$ cat src/hdl/vna_ram.sv
// generic simple dual-port ram with registered read
module vna_ram #(
    parameter int WIDTH = 8,
    parameter int DEPTH = 16
) (
    input  logic                     i_clk,
    input  logic                     i_we,
    input  logic [$clog2(DEPTH)-1:0] i_waddr,
    input  logic [WIDTH-1:0]         i_wdata,
    input  logic [$clog2(DEPTH)-1:0] i_raddr,
    output logic [WIDTH-1:0]         o_rdata
);

    logic [WIDTH-1:0] r_mem [DEPTH];
    logic [WIDTH-1:0] r_rdata;

    // write port and registered read port
    always_ff @(posedge i_clk) begin
        if (i_we) begin
            r_mem[i_waddr] <= i_wdata;
        end
        r_rdata <= r_mem[i_raddr];
    end

    assign o_rdata = r_rdata;

endmodule

$ cat config.mk
export PLATFORM = sky130hd
export DESIGN_NAME = vna_ram
export DESIGN_NICKNAME = d
export VERILOG_FILES = /design/src/hdl/vna_ram.sv
export SDC_FILE = /design/constraint.sdc
export NUM_CORES = 1
export LEC_CHECK = 0
export BUFFER_PORTS_ARGS = -buffer_cell sky130_fd_sc_hd__buf_4
export CORE_ASPECT_RATIO = 1.1
export CORE_MARGIN = 2
export CORE_UTILIZATION = 23
export CTS_CLUSTER_SIZE = 28
export DETAILED_ROUTE_END_ITERATION = 12
export PLACE_DENSITY_LB_ADDON = 0.25
export SETUP_SLACK_MARGIN = 0.15
export SYNTH_ARGS = -nofsm -noshare
export SYNTH_HDL_FRONTEND = slang
export SYNTH_SLANG_ARGS = --single-unit
$ cat constraint.sdc
create_clock -name i_clk -period 2.9 [get_ports i_clk]
set_clock_uncertainty 0.05 [all_clocks]
set_input_delay 0.145 -clock i_clk [delete_from_list [all_inputs] [get_ports i_clk]]
set_output_delay 0.145 -clock i_clk [all_outputs]
set_load 0.005 [all_outputs]
==> results of run 1 <==
[routing by layer]
metal	up-vias	share of wire (%)
li1	1085	-
met1	1270	45
met2	80	46
met3	15	6.7
met4	0	1.5
met5	-	0
[power by group through the flow]
stage	clock, mW	combinational (mW)	sequential (mW)
after global routing	2.25	0.242	2.22
after floorplan	0	0.112	2.25
final	2.12	0.219	2.22
after CTS	2.17	0.227	2.22
after detailed placement	0	0.220	2.26
after global placement	0	0.216	2.26
[cells by family (layout without fill, tap and decap cells)]
logic type	count (synthesis)	after routing	synth area share, %
compound gates	16	16	2.33
buf+inv	10	78	1.68
mux	32	32	15.0
flops	136	136	77.8
simple gates	35	35	3.18
[flip-flops by register name (all words and copies together) (netlist names)]
signal / cells
o_rdata: 8
r_mem: 128
[worst paths after layout]
path | slack, ns | endpoint | cells after the start | from
setup / recovery | 1.41 | o_rdata[3]$_DFF_P_ | 3 | r_mem[1][3]$_DFFE_PP_
hold / removal | 0.005 | r_mem[14][2]$_DFFE_PP_ | 1 | i_wdata[2]
setup reg to reg | 1.41 | o_rdata[3]$_DFF_P_ | 3 | r_mem[1][3]$_DFFE_PP_
hold reg to reg | 0.62 | o_rdata[0]$_DFF_P_ | 3 | r_mem[12][0]$_DFFE_PP_
[worst max-delay path, delay by kind of cell, from the launching register on]
family	cells	cell delay, ns
compound gates	1	0.33
mux	1	0.52
flops	1	0.37
simple gates	1	0.11
[metrics by stage]
| stage | setup WS, ns | area, um^2 | utilization (%) |
|---|---|---|---|
| 3_3_place_gp | 0.925 | 5730 | 26.0 |
| 3_5_place_dp | 0.943 | 5730 | 26.0 |
| 6_report | 1.41 | 6380 | 28.9 |
| 2_1_floorplan | 1.21 | 5150 | - |
| 5_1_grt | 1.30 | 6380 | 28.9 |
| 4_1_cts | 1.38 | 6380 | 28.9 |
[layout make-up]
class	instances	area, um^2	area share (%)
clock inverter	14	158	2.47
multi-input combinational	83	1060	16.6
timing repair buffer	46	360	5.65
sequential	136	4000	62.8
tap	295	369	5.79
clock buffer	18	429	6.73
[cell usage in the layout, fill, tap and decap left out, types with 2 or more instances in the layout]
master         instances
nor2_1                13
edfxtp_1             128
clkinv_2               4
mux4_2                18
dfxtp_1                8
clkinv_4               2
clkinv_1               2
nand2b_1               2
bufinv_16              3
nor3_1                 4
clkbuf_16             17
dlygate4sd3_1          6
clkinvlp_4             3
nand2_1                9
buf_4                 40
a22oi_1               16
mux4_1                14
nand3b_1               2
==> metrics, run 1 <==
clk root buf clkbuf_16; WL/cell 19.3 um; Synth Cell Area 5150 um^2; fillcell total 2160; dpl cells roughly 550; asr flop ratio synth 0%; Crit path arrival time 1.74 ns; Synth area leader edfxtp_1; GR Util met1 approximately 14%; internal power around 3.6 mW; Die Y 161 um; vias in the first global route 2589; largest net degree at the start of global routing 33; power share of the clock group between 40% and 50%; register area share after synthesis 77.8%; number of synthesized register bits 136; Global Route met2 Usage 15.1%; part of the cycle the worst path needs 51.3%; register share of total power between 40% and 50%; Yosys Warn Count 0; syn nets 247; critical path peak fanout 1; gpl congestion 0.681; Synth top area share 74.7%; worst min path class primary input to register; Req. time, crit path 3.15 ns; Pwr Density 715 nW/um^2; Post-CTS Hold Fix Bufs 6; All-Layer GR Usage 10.2%; final hold vios 0; Most used DFF post-synth edfxtp_1; Power, Total approximately 4.6 mW; row cnt 57; Worst path max stage delay 0.52 ns; htree depth 4; fin. max-slew vios 0; Logic pwr share about 4.8%; slowest cell on the critical path mux4_1; Tmin final 1.49 ns; TNS Setup 0 ns; HPWL after detailed placement 7280 um; Slew @ Worst Pin roughly 0.96 ns; total vias in the final route 2450; fmax 672 MHz; DR vias/cell between 4 and 5; P_leak 2.10 nW; Max-cap violations 0; clk_lat worst skew 0.42 ns; GRT busiest layer met2; CTS resizes 0; critical path endpoint category register; Die W between 100 and 150 um; # diodes 0; gr ovfl total 0; Post-synth EDFFs 128; worst hold slack 0.00538 ns; Area growth syn-to-layout 23.9%; RSZ-0062 raised after global routing false; most frequent cell after synthesis edfxtp_1; I/O Pins 26; DRC viols 0; CTS tree done; Sink Count 136; Post-synth top cells 128 x edfxtp_1, 18 x mux4_2, 16 x a22oi_1; crit path cell chain mux4_1 > a22oi_1 > nand2_1; routing usage on met3 around 3.1%; Worst Setup Start Kind register; drt pass-1 iters 5; fin cells 592; fraction of layout cells with a size suffix above 1 between 20% and 30%; Final Setup Violations 0; CTS buffer count 17; final wirelength 11400 um; VDD IR max ~0.39 mV; Relative slew margins a little over a third; Unique masters post-synth 19; Cells after Synth between 200 and 250; core area 22000 um^2; CP Class register to register; Iteration-0 DRC Markers 192; initial antenna violation count 0; Sw Ratio 20.2%; antenna viol nets, final 0; die area 23600 um^2; I/O Buffers 25; syn_area_per_cell 22.5 um^2; clock-pin slew on the worst setup and hold paths 0.06 ns; synth top area cells edfxtp_1 75%, mux4_2 7.9%, mux4_1 7.1%; first-pass GRT wire length 16800 um; Psw approximately 920 uW; Final nets 302; post-CTS setup buffer count 0; clock buffer depth 2; Starting Density 23.4%; status finished, final reports clean
Note: power is estimated with default switching activity, not from simulation.
==> run 2: changes to the inputs <==
==> constraint.sdc (replaced) <==
create_clock -name i_clk -period 1.5 [get_ports i_clk]
set_clock_uncertainty 0.05 [all_clocks]
set_input_delay 0.075 -clock i_clk [delete_from_list [all_inputs] [get_ports i_clk]]
set_output_delay 0.075 -clock i_clk [all_outputs]
set_load 0.005 [all_outputs]
==> run 2 against run 1 <==
Die area unchanged. Global-route usage decreased by 0.40 points. Final cell count increased by 2.0%. Sequential power increased by 93%. Worst hold slack improved by 0.14 ns. Sequential share of layout area decreased by 1.1 points. Clock power increased by 73%. Worst setup slack got worse by 1.2 ns. Combinational power increased by 120%. Design area increased by 1.7%. Via count increased by 0.57%. Utilization increased by 0.51 points. Critical endpoint unchanged. Highest routed layer unchanged.
==> metrics, run 2 (synthesis results as in run 1) <==
status finished, final reports clean; fin. max-slew vios 0 (unchanged); clk root buf clkbuf_16; clock buffer depth 2 (unchanged); fmax 750 MHz (+12%); worst path buffer plus inverter count 0 (unchanged); Hold Path Sink r_mem[0][4]$_DFFE_PP_; DRC viols 0 (unchanged); part of the cycle the worst path needs 88.9% (+38 points); hold depth 3 (+2); initial antenna violation count 0 (unchanged); worst min path class primary input to register; commonest non-fill, non-tap cell in the layout edfxtp_1; Req. time, crit path 1.75 ns (-1.40 ns); Area growth syn-to-layout 26.1%; VDD IR max 0.686 mV (+77%); HPWL after detailed placement 7060 um (-3.1%); core area 22000 um^2 (unchanged); Final Setup Violations 0 (unchanged); Worst R2R Setup Slack 0.17 ns (-1.24 ns); stages on the worst setup path 3 (unchanged); # diodes 0 (unchanged); min-delay src i_waddr[0]; Slew @ Worst Pin 0.978 ns (+0.0192 ns); critical path endpoint category register; I/O Pins 26 (unchanged); slowest cell on the critical path mux4_1; crit path cell chain mux4_1 > a22oi_2 > nand2_1; max reg flops 128 (unchanged); Relative slew margins 34.7% (-1.2 points); gr ovfl total 0 (unchanged); Worst Reg-to-Reg Cells 3 (unchanged); first-pass GRT wire length 16500 um (-1.7%); clock-pin slew on the worst setup and hold paths 0.05 ns (about the same); CTS buffer count 17 (unchanged); antenna viol nets, final 0 (unchanged); fillcell total 2157 (-0.14%); Post-Layout Inst Area 6490 um^2 (+1.7%); Worst path max stage delay 0.52 ns (about the same); clk_lat worst skew 0.41 ns (about the same); Crit path arrival time 1.59 ns (-0.15 ns); Final nets 314 (+4.0%); gpl congestion 0.723 (+6.2%); WL/cell 18.1 um (-6.3%); Critical R2R Launch r_mem[1][3]$_DFFE_PP_; post-CTS setup buffer count 0 (unchanged); All-Layer GR Usage 9.81% (-0.40 points); GR Util met1 13.8% (-0.20 points); DP Area 5860 um^2 (+2.3%); final core occ 29.4% (+0.51 points); CP Class register to register; P_leak 2.13 nW (+1.6%); Iteration-0 DRC Markers 307 (+60%); most frequent cells in the layout 128 x edfxtp_1, 46 x buf_4, 24 x mux4_2; die area 23600 um^2 (unchanged); Max-cap violations 0 (unchanged); Die Y 161 um (unchanged); total vias in the final route 2464 (+0.57%); kind of cell adding the most delay to the critical path multiplexers; fraction of layout cells with a size suffix above 1 35.3% (+5.6 points); Pwr Density 1300 nW/um^2 (+82%); final wirelength 10900 um (-4.4%); CTS tree done; drt pass-1 iters 5 (unchanged); critical path peak fanout 1 (unchanged); Worst Setup Start Kind register; Sink Count 136 (unchanged); RSZ-0062 raised after global routing true; GRT busiest layer met2; FF-to-FF End o_rdata[3]$_DFF_P_; vias in the first global route 2639 (+1.9%); final hold vios 0 (unchanged); htree depth 4 (unchanged); Die W 147 um (unchanged); DR vias/cell 4.08 (-1.4%); Top reg by flops r_mem; I/O Buffers 25 (unchanged); Global Route met2 Usage 14.4% (-0.66 points); routing usage on met3 2.81% (-0.31 points); worst hold slack 0.144 ns (+0.138 ns); row cnt 57 (unchanged); Power, Total 8.43 mW (+85%); largest net degree at the start of global routing 18 (-45%); Tmin final 1.33 ns (-0.155 ns); Starting Density 23.4% (unchanged)
==> run 2: cell count changes in the layout (fill, tap and decap cells not counted), moves of 3 or more <==
cell / delta
a22oi_1: -9
a22oi_2: +9
clkbuf_1: +7
buf_4: +6
mux4_1: -6
mux4_2: +6
buf_12: +4
clkbuf_8: +4
bufinv_16: -3
clkinvlp_4: -3
==> run 2: power by group <==
part	leakage [nW]	internal (mW)	total, mW	switching, mW
sequential	1.22	4.25	4.28	0.0301
combinational	0.651	0.237	0.476	0.239
clock	0.259	2.28	3.67	1.39
total	2.13	6.77	8.43	1.66
==> run 2: how the worst max path moves through the flow <==
stage / slack [ns] / end / start
2_1_floorplan: 0.11 / r_mem[3][0]$_DFFE_PP_ / i_waddr[2]
3_3_place_gp: -0.16 / o_rdata[3]$_DFF_P_ / i_raddr[0]
3_5_place_dp: -0.15 / o_rdata[3]$_DFF_P_ / i_raddr[0]
4_1_cts: 0.1 / o_rdata[3]$_DFF_P_ / r_mem[1][3]$_DFFE_PP_
5_1_grt: 0.11 / o_rdata[6]$_DFF_P_ / r_mem[9][6]$_DFFE_PP_
6_report: 0.17 / o_rdata[3]$_DFF_P_ / r_mem[1][3]$_DFFE_PP_
==> run 2: what timing repair did <==
action	in CTS	in global routing
hold endpoints to repair	128	0
resized for setup	9	6
pin swaps	4	4
setup endpoints to repair	6	7
hold buffers	8	0
gates cloned	0	0
==> run 2: cell type report <==
class,instances,area (um^2),area share [%]
clock buffer,29,510,7.87
clock inverter,3,15.0,0.231
multi-input combinational,83,1080,16.7
sequential,136,4000,61.7
tap,295,369,5.69
timing repair buffer,58,505,7.79
==> run 2: metal layers <==
metal,up-vias,share of wire [%]
met5,-,0
met4,0,1.3
met3,11,4.6
met2,62,47
met1,1294,47
li1,1097,-
==> run 2: metrics by stage <==
stage,setup WS (ns),std cells,setup TNS (ns)
3_5_place_dp,-0.147,564,-0.249
3_3_place_gp,-0.161,564,-0.321
4_1_cts,0.0986,604,0
6_report,0.166,604,0
2_1_floorplan,0.109,229,0
5_1_grt,0.108,604,0
==> run 2: worst reg2reg max path, cell delays in order, from the launching register on <==
cell,delay [ns]
edfxtp_1,0.36
mux4_1,0.52
a22oi_2,0.22
nand2_1,0.07
