[config.mk]
export PLATFORM = sky130hd
export DESIGN_NAME = vna_norm
export DESIGN_NICKNAME = d
export VERILOG_FILES = /design/src/hdl/vna_pkg.sv /design/src/hdl/vna_norm.sv
export SDC_FILE = /design/constraint.sdc
export NUM_CORES = 2
export LEC_CHECK = 0
export BUFFER_PORTS_ARGS = -buffer_cell sky130_fd_sc_hd__buf_2
export CAP_MARGIN = 25
export CORE_UTILIZATION = 30
export DETAILED_ROUTE_END_ITERATION = 12
export PLACE_DENSITY = 0.47
export SLEW_MARGIN = 20
export SYNTH_ARGS = -nofsm -noshare
export SYNTH_HDL_FRONTEND = slang
export SYNTH_SLANG_ARGS = --single-unit
[constraint.sdc]
create_clock -name i_clk -period 11.6 [get_ports i_clk]
set_input_delay 0.58 -clock i_clk [delete_from_list [all_inputs] [get_ports i_clk]]
set_output_delay 0.58 -clock i_clk [all_outputs]
set_load 0.01 [all_outputs]
[src/hdl/vna_pkg.sv]
// shared types, sizes, opcodes and helpers for the vertex normal accumulator
package vna_pkg;

    localparam int MAX_VERTICES = 1024;
    localparam int IDX_W        = 10;
    localparam int ACC_BITS     = 40;
    localparam int POS_W        = 16;
    localparam int CROSS_W      = 2 * (POS_W + 1) + 1;
    localparam int NRM_W        = 16;

    localparam logic [1:0] OP_LOAD = 2'd0;
    localparam logic [1:0] OP_TRI  = 2'd1;
    localparam logic [1:0] OP_READ = 2'd2;

    // one stored vertex position
    typedef struct packed {
        logic signed [POS_W-1:0] z;
        logic signed [POS_W-1:0] y;
        logic signed [POS_W-1:0] x;
    } t_pos;

    // one accumulator entry
    typedef struct packed {
        logic signed [ACC_BITS-1:0] z;
        logic signed [ACC_BITS-1:0] y;
        logic signed [ACC_BITS-1:0] x;
    } t_acc;

    // normalized result handed from the normalizer to the top level
    typedef struct packed {
        logic signed [NRM_W-1:0] nx;
        logic signed [NRM_W-1:0] ny;
        logic signed [NRM_W-1:0] nz;
        logic                    deg;
    } t_norm_res;

    // index range check
    function automatic logic idx_bad(input logic [IDX_W-1:0] idx);
        idx_bad = ({1'b0, idx} >= (IDX_W + 1)'(MAX_VERTICES));
    endfunction

    // saturating add of a face normal component into an accumulator
    function automatic logic signed [ACC_BITS-1:0] sat_add(
        input logic signed [ACC_BITS-1:0] acc,
        input logic signed [CROSS_W-1:0]  c
    );
        logic signed [ACC_BITS:0] sum;
        sum = {acc[ACC_BITS-1], acc} + (ACC_BITS + 1)'(c);
        if (sum[ACC_BITS] != sum[ACC_BITS-1]) begin
            sat_add = sum[ACC_BITS] ? {1'b1, {(ACC_BITS-1){1'b0}}}
                                    : {1'b0, {(ACC_BITS-1){1'b1}}};
        end else begin
            sat_add = sum[ACC_BITS-1:0];
        end
    endfunction

endpackage

[src/hdl/vna_norm.sv]
// iterative normalizer: scale, sum of squares, square root and three divides
module vna_norm (
    input  logic                i_clk,
    input  logic                i_rst_n,
    input  logic                i_start,
    input  vna_pkg::t_acc       i_acc,
    output logic                o_done,
    output vna_pkg::t_norm_res  o_res
);

    localparam int AW = vna_pkg::ACC_BITS;
    localparam int SW = 62;

    localparam logic [2:0] N_IDLE  = 3'd0;
    localparam logic [2:0] N_SHIFT = 3'd1;
    localparam logic [2:0] N_SQ    = 3'd2;
    localparam logic [2:0] N_ROOT  = 3'd3;
    localparam logic [2:0] N_DSET  = 3'd4;
    localparam logic [2:0] N_DIV   = 3'd5;

    logic [2:0]     r_state;
    logic [AW-1:0]  r_m [3];
    logic           r_neg [3];
    logic [3:0]     r_cnt;
    logic [1:0]     r_k;
    logic [59:0]    r_sq;
    logic [SW-1:0]  r_sum;
    logic [SW-1:0]  r_rem;
    logic [SW-1:0]  r_root;
    logic [SW-1:0]  r_bit;
    logic [30:0]    r_len;
    logic [44:0]    r_num;
    logic [30:0]    r_drem;
    logic [15:0]    r_q;
    logic signed [vna_pkg::NRM_W-1:0] r_n [3];
    logic           r_deg;
    logic           r_done;

    logic [AW-1:0]  w_mx, w_my, w_mz, w_or;
    logic [29:0]    w_sel;
    logic [SW-1:0]  w_trial_root;
    logic [SW-1:0]  n_root;
    logic           w_root_take;
    logic [44:0]    w_num;
    logic [31:0]    w_dtrial;
    logic           w_qbit;
    logic [15:0]    n_q;
    logic [15:0]    w_qclamp;

    // input magnitudes
    assign w_mx = i_acc.x[AW-1] ? AW'(-i_acc.x) : AW'(i_acc.x);
    assign w_my = i_acc.y[AW-1] ? AW'(-i_acc.y) : AW'(i_acc.y);
    assign w_mz = i_acc.z[AW-1] ? AW'(-i_acc.z) : AW'(i_acc.z);
    assign w_or = r_m[0] | r_m[1] | r_m[2];

    // square operand selection
    always_comb begin
        case (r_k)
            2'd0:    w_sel = r_m[0][29:0];
            2'd1:    w_sel = r_m[1][29:0];
            2'd2:    w_sel = r_m[2][29:0];
            default: w_sel = '0;
        endcase
    end

    // one digit of the square root
    assign w_trial_root = r_root + r_bit;
    assign w_root_take  = (r_rem >= w_trial_root);
    assign n_root       = w_root_take ? ((r_root >> 1) + r_bit) : (r_root >> 1);

    // one quotient bit of the divide
    assign w_num    = {1'b0, w_sel, 14'd0} + 45'(r_len >> 1);
    assign w_dtrial = {r_drem, r_num[15]};
    assign w_qbit   = (w_dtrial >= {1'b0, r_len});
    assign n_q      = {r_q[14:0], w_qbit};
    assign w_qclamp = (n_q > 16'd16384) ? 16'd16384 : n_q;

    // sequencer
    always_ff @(posedge i_clk) begin
        if (!i_rst_n) begin
            r_state <= N_IDLE;
            r_done  <= 1'b0;
        end else begin
            r_done <= 1'b0;
            case (r_state)
                N_IDLE: begin
                    if (i_start) begin
                        r_m[0]   <= w_mx;
                        r_m[1]   <= w_my;
                        r_m[2]   <= w_mz;
                        r_neg[0] <= i_acc.x[AW-1];
                        r_neg[1] <= i_acc.y[AW-1];
                        r_neg[2] <= i_acc.z[AW-1];
                        if ((w_mx | w_my | w_mz) == '0) begin
                            r_n[0] <= '0;
                            r_n[1] <= '0;
                            r_n[2] <= '0;
                            r_deg  <= 1'b1;
                            r_done <= 1'b1;
                        end else begin
                            r_deg   <= 1'b0;
                            r_state <= N_SHIFT;
                        end
                    end
                end
                N_SHIFT: begin
                    if (|w_or[AW-1:30]) begin
                        r_m[0] <= r_m[0] >> 1;
                        r_m[1] <= r_m[1] >> 1;
                        r_m[2] <= r_m[2] >> 1;
                    end else if (!w_or[29]) begin
                        r_m[0] <= r_m[0] << 1;
                        r_m[1] <= r_m[1] << 1;
                        r_m[2] <= r_m[2] << 1;
                    end else begin
                        r_k     <= 2'd0;
                        r_cnt   <= '0;
                        r_sum   <= '0;
                        r_state <= N_SQ;
                    end
                end
                N_SQ: begin
                    // square then accumulate, one component per cycle
                    r_sq <= w_sel * w_sel;
                    r_k  <= r_k + 2'd1;
                    if (r_cnt == 4'd3) begin
                        r_rem   <= r_sum + SW'(r_sq);
                        r_root  <= '0;
                        r_bit   <= SW'(1) << 60;
                        r_state <= N_ROOT;
                    end else begin
                        r_cnt <= r_cnt + 4'd1;
                        if (r_cnt != 4'd0) begin
                            r_sum <= r_sum + SW'(r_sq);
                        end
                    end
                end
                N_ROOT: begin
                    if (w_root_take) begin
                        r_rem <= r_rem - w_trial_root;
                    end
                    r_root <= n_root;
                    r_bit  <= r_bit >> 2;
                    if (r_bit[0]) begin
                        r_len   <= n_root[30:0];
                        r_k     <= 2'd0;
                        r_state <= N_DSET;
                    end
                end
                N_DSET: begin
                    r_num   <= w_num;
                    r_drem  <= {2'b00, w_num[44:16]};
                    r_cnt   <= '0;
                    r_q     <= '0;
                    r_state <= N_DIV;
                end
                N_DIV: begin
                    if (w_qbit) begin
                        r_drem <= 31'(w_dtrial - {1'b0, r_len});
                    end else begin
                        r_drem <= w_dtrial[30:0];
                    end
                    r_num <= r_num << 1;
                    r_q   <= n_q;
                    r_cnt <= r_cnt + 4'd1;
                    if (r_cnt == 4'd15) begin
                        r_n[r_k] <= r_neg[r_k] ? -$signed(w_qclamp) : $signed(w_qclamp);
                        if (r_k == 2'd2) begin
                            r_done  <= 1'b1;
                            r_state <= N_IDLE;
                        end else begin
                            r_k     <= r_k + 2'd1;
                            r_state <= N_DSET;
                        end
                    end
                end
                default: r_state <= N_IDLE;
            endcase
        end
    end

    assign o_done    = r_done;
    assign o_res.nx  = r_n[0];
    assign o_res.ny  = r_n[1];
    assign o_res.nz  = r_n[2];
    assign o_res.deg = r_deg;

endmodule

==> summary.txt <==
Placement
  – Place WS: 0.965 ns
  – PortBufs: 172
  – Final HPWL DP: 189 mm
  – GPL Wtd Cong: 0.936

Critical path
  – Crit Path Max Fanout: 25
  – Arrival time at the worst endpoint: 11.21 ns
  – Slowest CP cell: clkinv_1
  – FF-to-FF path depth: 32
  – Largest stage delay on the critical path: 0.81 ns
  – Worst endpoint required time: 12.03 ns
  – CP startpoint kind: flop
  – Worst Setup End Kind: flop
  – Most used cell, CP: fa_1
  – Setup Crit Path Kind: reg2reg

Hold path
  – Hold depth: 3
  – Worst hold path type: in2reg

CTS
  – Root buf cell: clkbuf_16
  – Clk slew on worst S/H paths: 0.06 ns
  – CTS tree: built
  – CTS sink count: 553
  – CTS Hold Buffers Added: 0
  – Post-CTS Resized: 0
  – CTS buffer count: 74
  – Worst-Skew Late Latency: 0.72 ns
  – CTS Buffer Depth: 3
  – Htree depth: 3
  – Setup bufs post-CTS: 0

Floorplan
  – I/O pins: 173
  – Die Wd: 467 µm
  – Die height: 467 µm
  – Die ar.: 0.218 mm²
  – Placeable Area: 0.214 mm²
  – Initial Util: 30.2%
  – Num rows: 170

Final layout
  – Share of cells above drive strength 1: 6.57%
  – Reg area: 0.0165 mm²
  – FILL cells: 22400
  – Nets: 8536
  – Final Util: 33.4%
  – Area of the multi-input gates: 0.0434 mm²
  – Area grow syn2layout: 10.6%

Detailed routing
  – Drt pass-1 iters: 6
  – WL met1: 105 mm
  – Total Wirelength: 233 mm
  – # DRC: 0
  – Vias: 52400
  – Top layer used by detailed routing: met5
  – Met2 routed wirelength: 106 mm
  – Drt via density: 5.18
  – DRT antenna net count: 0
  – Initial DRC count: 4178
  – Met3 routed WL: 11.8 mm
  – WL/cell: 23.0 µm

STA
  – Slew Limit Fails: 0
  – Final hold vios: 0
  – FMAX: 92.8 MHz
  – Setup-failing EPs final: 0
  – Final min period: 10.77 ns
  – Slew @ Worst Pin: 1.07 ns
  – Final Cycle Share: 92.9%
  – RSZ-0062 raised after global routing: false
  – Skew final: 0.0855 ns
  – Final setup margin: 0.828 ns
  – Relative max-transition margin: 28.5%
  – Setup TNS: 0 ns

Synthesis
  – Post-synth EDFFs: 547
  – Syn Std Cell Area: 0.0647 mm²
  – Synth top area share: 25.4%
  – Sequential share of the synthesized area: 25.6%
  – Synth area leader: edfxtp_1
  – Asr flop ratio synth: 0%
  – Ys flop type: edfxtp_1
  – Syn_area_per_cell: 9.09 µm²
  – Synth cell types: 86
  – Synth Net Count: 8438
  – Synth area leaders: edfxtp_1 25%, fa_1 22%, ha_1 9.5%
  – Post-synthesis cell count: 7122
  – Synth warn: 0
  – #FFs+latches synth: 553

Global routing
  – Gr ovfl total: 0
  – GR Util All Layers: 21.2%
  – Vias in the first global route: 53500
  – Largest net degree at the start of global routing: 117
  – First-pass GRT wire length: 347 mm
  – Initial antenna violation count: 10

Run
  – Max-Cap Viols: 0

Status
  – Status: finished clean
-- placed cells by master (no fill, tap or decap), drive strengths merged, types with 13 or more instances in the layout --
cell type / Yosys / layout
o21bai: 53 / 53
and3: 75 / 75
nor3: 68 / 68
clkinv: 7 / 37
a21oi: 353 / 353
a31oi: 83 / 83
nand2: 799 / 799
xor2: 216 / 216
a31o: 13 / 13
nor2b: 57 / 57
a22oi: 26 / 26
clkbuf: 238 / 91
buf: 21 / 281
or2: 28 / 28
nand4: 71 / 71
nor4: 32 / 32
fa: 699 / 699
o21a: 27 / 27
mux2i: 32 / 32
or4: 26 / 26
ha: 494 / 494
or3: 60 / 60
a21o: 143 / 143
nand3: 88 / 88
a211oi: 55 / 55
inv: 1024 / 1028
nand2b: 50 / 50
and2: 99 / 99
o31ai: 44 / 44
mux2: 13 / 13
nor2: 667 / 667
o21ai: 431 / 431
o211ai: 32 / 32
edfxtp: 547 / 547
o41ai: 27 / 27
xnor2: 249 / 249
-- per-stage QoR --
stage	std cells	hold WS, ns	cell area [µm²]
5_1_grt	10100	0.316	71600
2_1_floorplan	7122	0.484	64700
4_1_cts	10100	0.262	71500
6_report	10100	0.309	71600
3_5_place_dp	9979	0.502	69100
3_3_place_gp	9977	0.496	69000
-- synth_stat cells, types with 10 or more instances --
library cell and n:
o21ai_0 429, and2_1 99, nor2b_1 57, o31ai_1 43
and3_1 75, xor2_1 216, edfxtp_1 547, mux2i_1 32
or2_2 27, a21oi_1 353, o2111ai_1 12, inv_1 1023
o31a_1 12, a31oi_1 83, nand2_1 798, xnor2_1 249
buf_1 17, a22oi_1 26, ha_1 494, clkbuf_1 238
nand4_1 71, nand2b_1 50, a211oi_1 55, o21bai_1 53
nor3_1 68, a31o_2 13, o21a_1 27, mux2_2 13
a21o_1 143, nor4_1 30, nand3_1 88, or4_1 24
nor2_1 667, o211ai_1 32, a21boi_0 10, fa_1 699
or3_1 59, o41ai_1 27
-- state kept, by name (all words and copies together) (netlist names), 4 cells and up, named ones only --
register / count
r_q: 15
r_drem: 31
r_bit: 31
r_cnt: 4
r_sq: 59
r_root: 62
r_m: 120
r_sum: 62
r_rem: 62
r_num: 16
r_n: 48
r_len: 31
-- worst max-delay path, delay by kind of cell, from the launching register on --
family | cells | cell delay (ns)
compound gates | 7 | 1.93
xor+xnor | 1 | 0.09
fa+ha+maj | 10 | 4.51
buf+inv | 10 | 2.02
flops | 1 | 0.43
simple gates | 4 | 1.51
-- per-layer routing --
layer  vias to the layer above  track usage, %
met5                         -               0
met4                         8            7.50
met3                       367            2.58
met2                      1575            34.6
met1                     26300            28.8
li1                      24200               -
-- worst paths after layout --
path	endpoint	slack [ns]	start
worst max-delay path	r_sq[52]	0.83	r_k[0]
worst min-delay path	r_m[0][40]	0.31	i_acc[40]
worst max register to register	r_sq[52]	0.83	r_k[0]
worst min register to register	r_num[14]	0.51	r_num[13]
-- area by class of cell --
cell class,instances,area share (%)
timing repair buffer,281,2.40
clock inverter,46,0.675
multi-input combinational,5279,60.7
antenna,3,0.0105
inverter,1031,5.41
tap,2838,4.96
sequential,553,23.1
clock buffer,91,2.76
-- cells by family after synthesis --
family | share of synthesized area, %
xor gates and xnor gates | 6.29
AOI/OAI and AO/OA | 13.6
buffers and inverters | 7.51
and+or+nand+nor | 15.1
adders and majority gates | 31.2
muxes | 0.721
DFF | 25.6
Power is not shown: default switching activity piles up to over one toggle a cycle in this logic, so the estimate is an artifact.
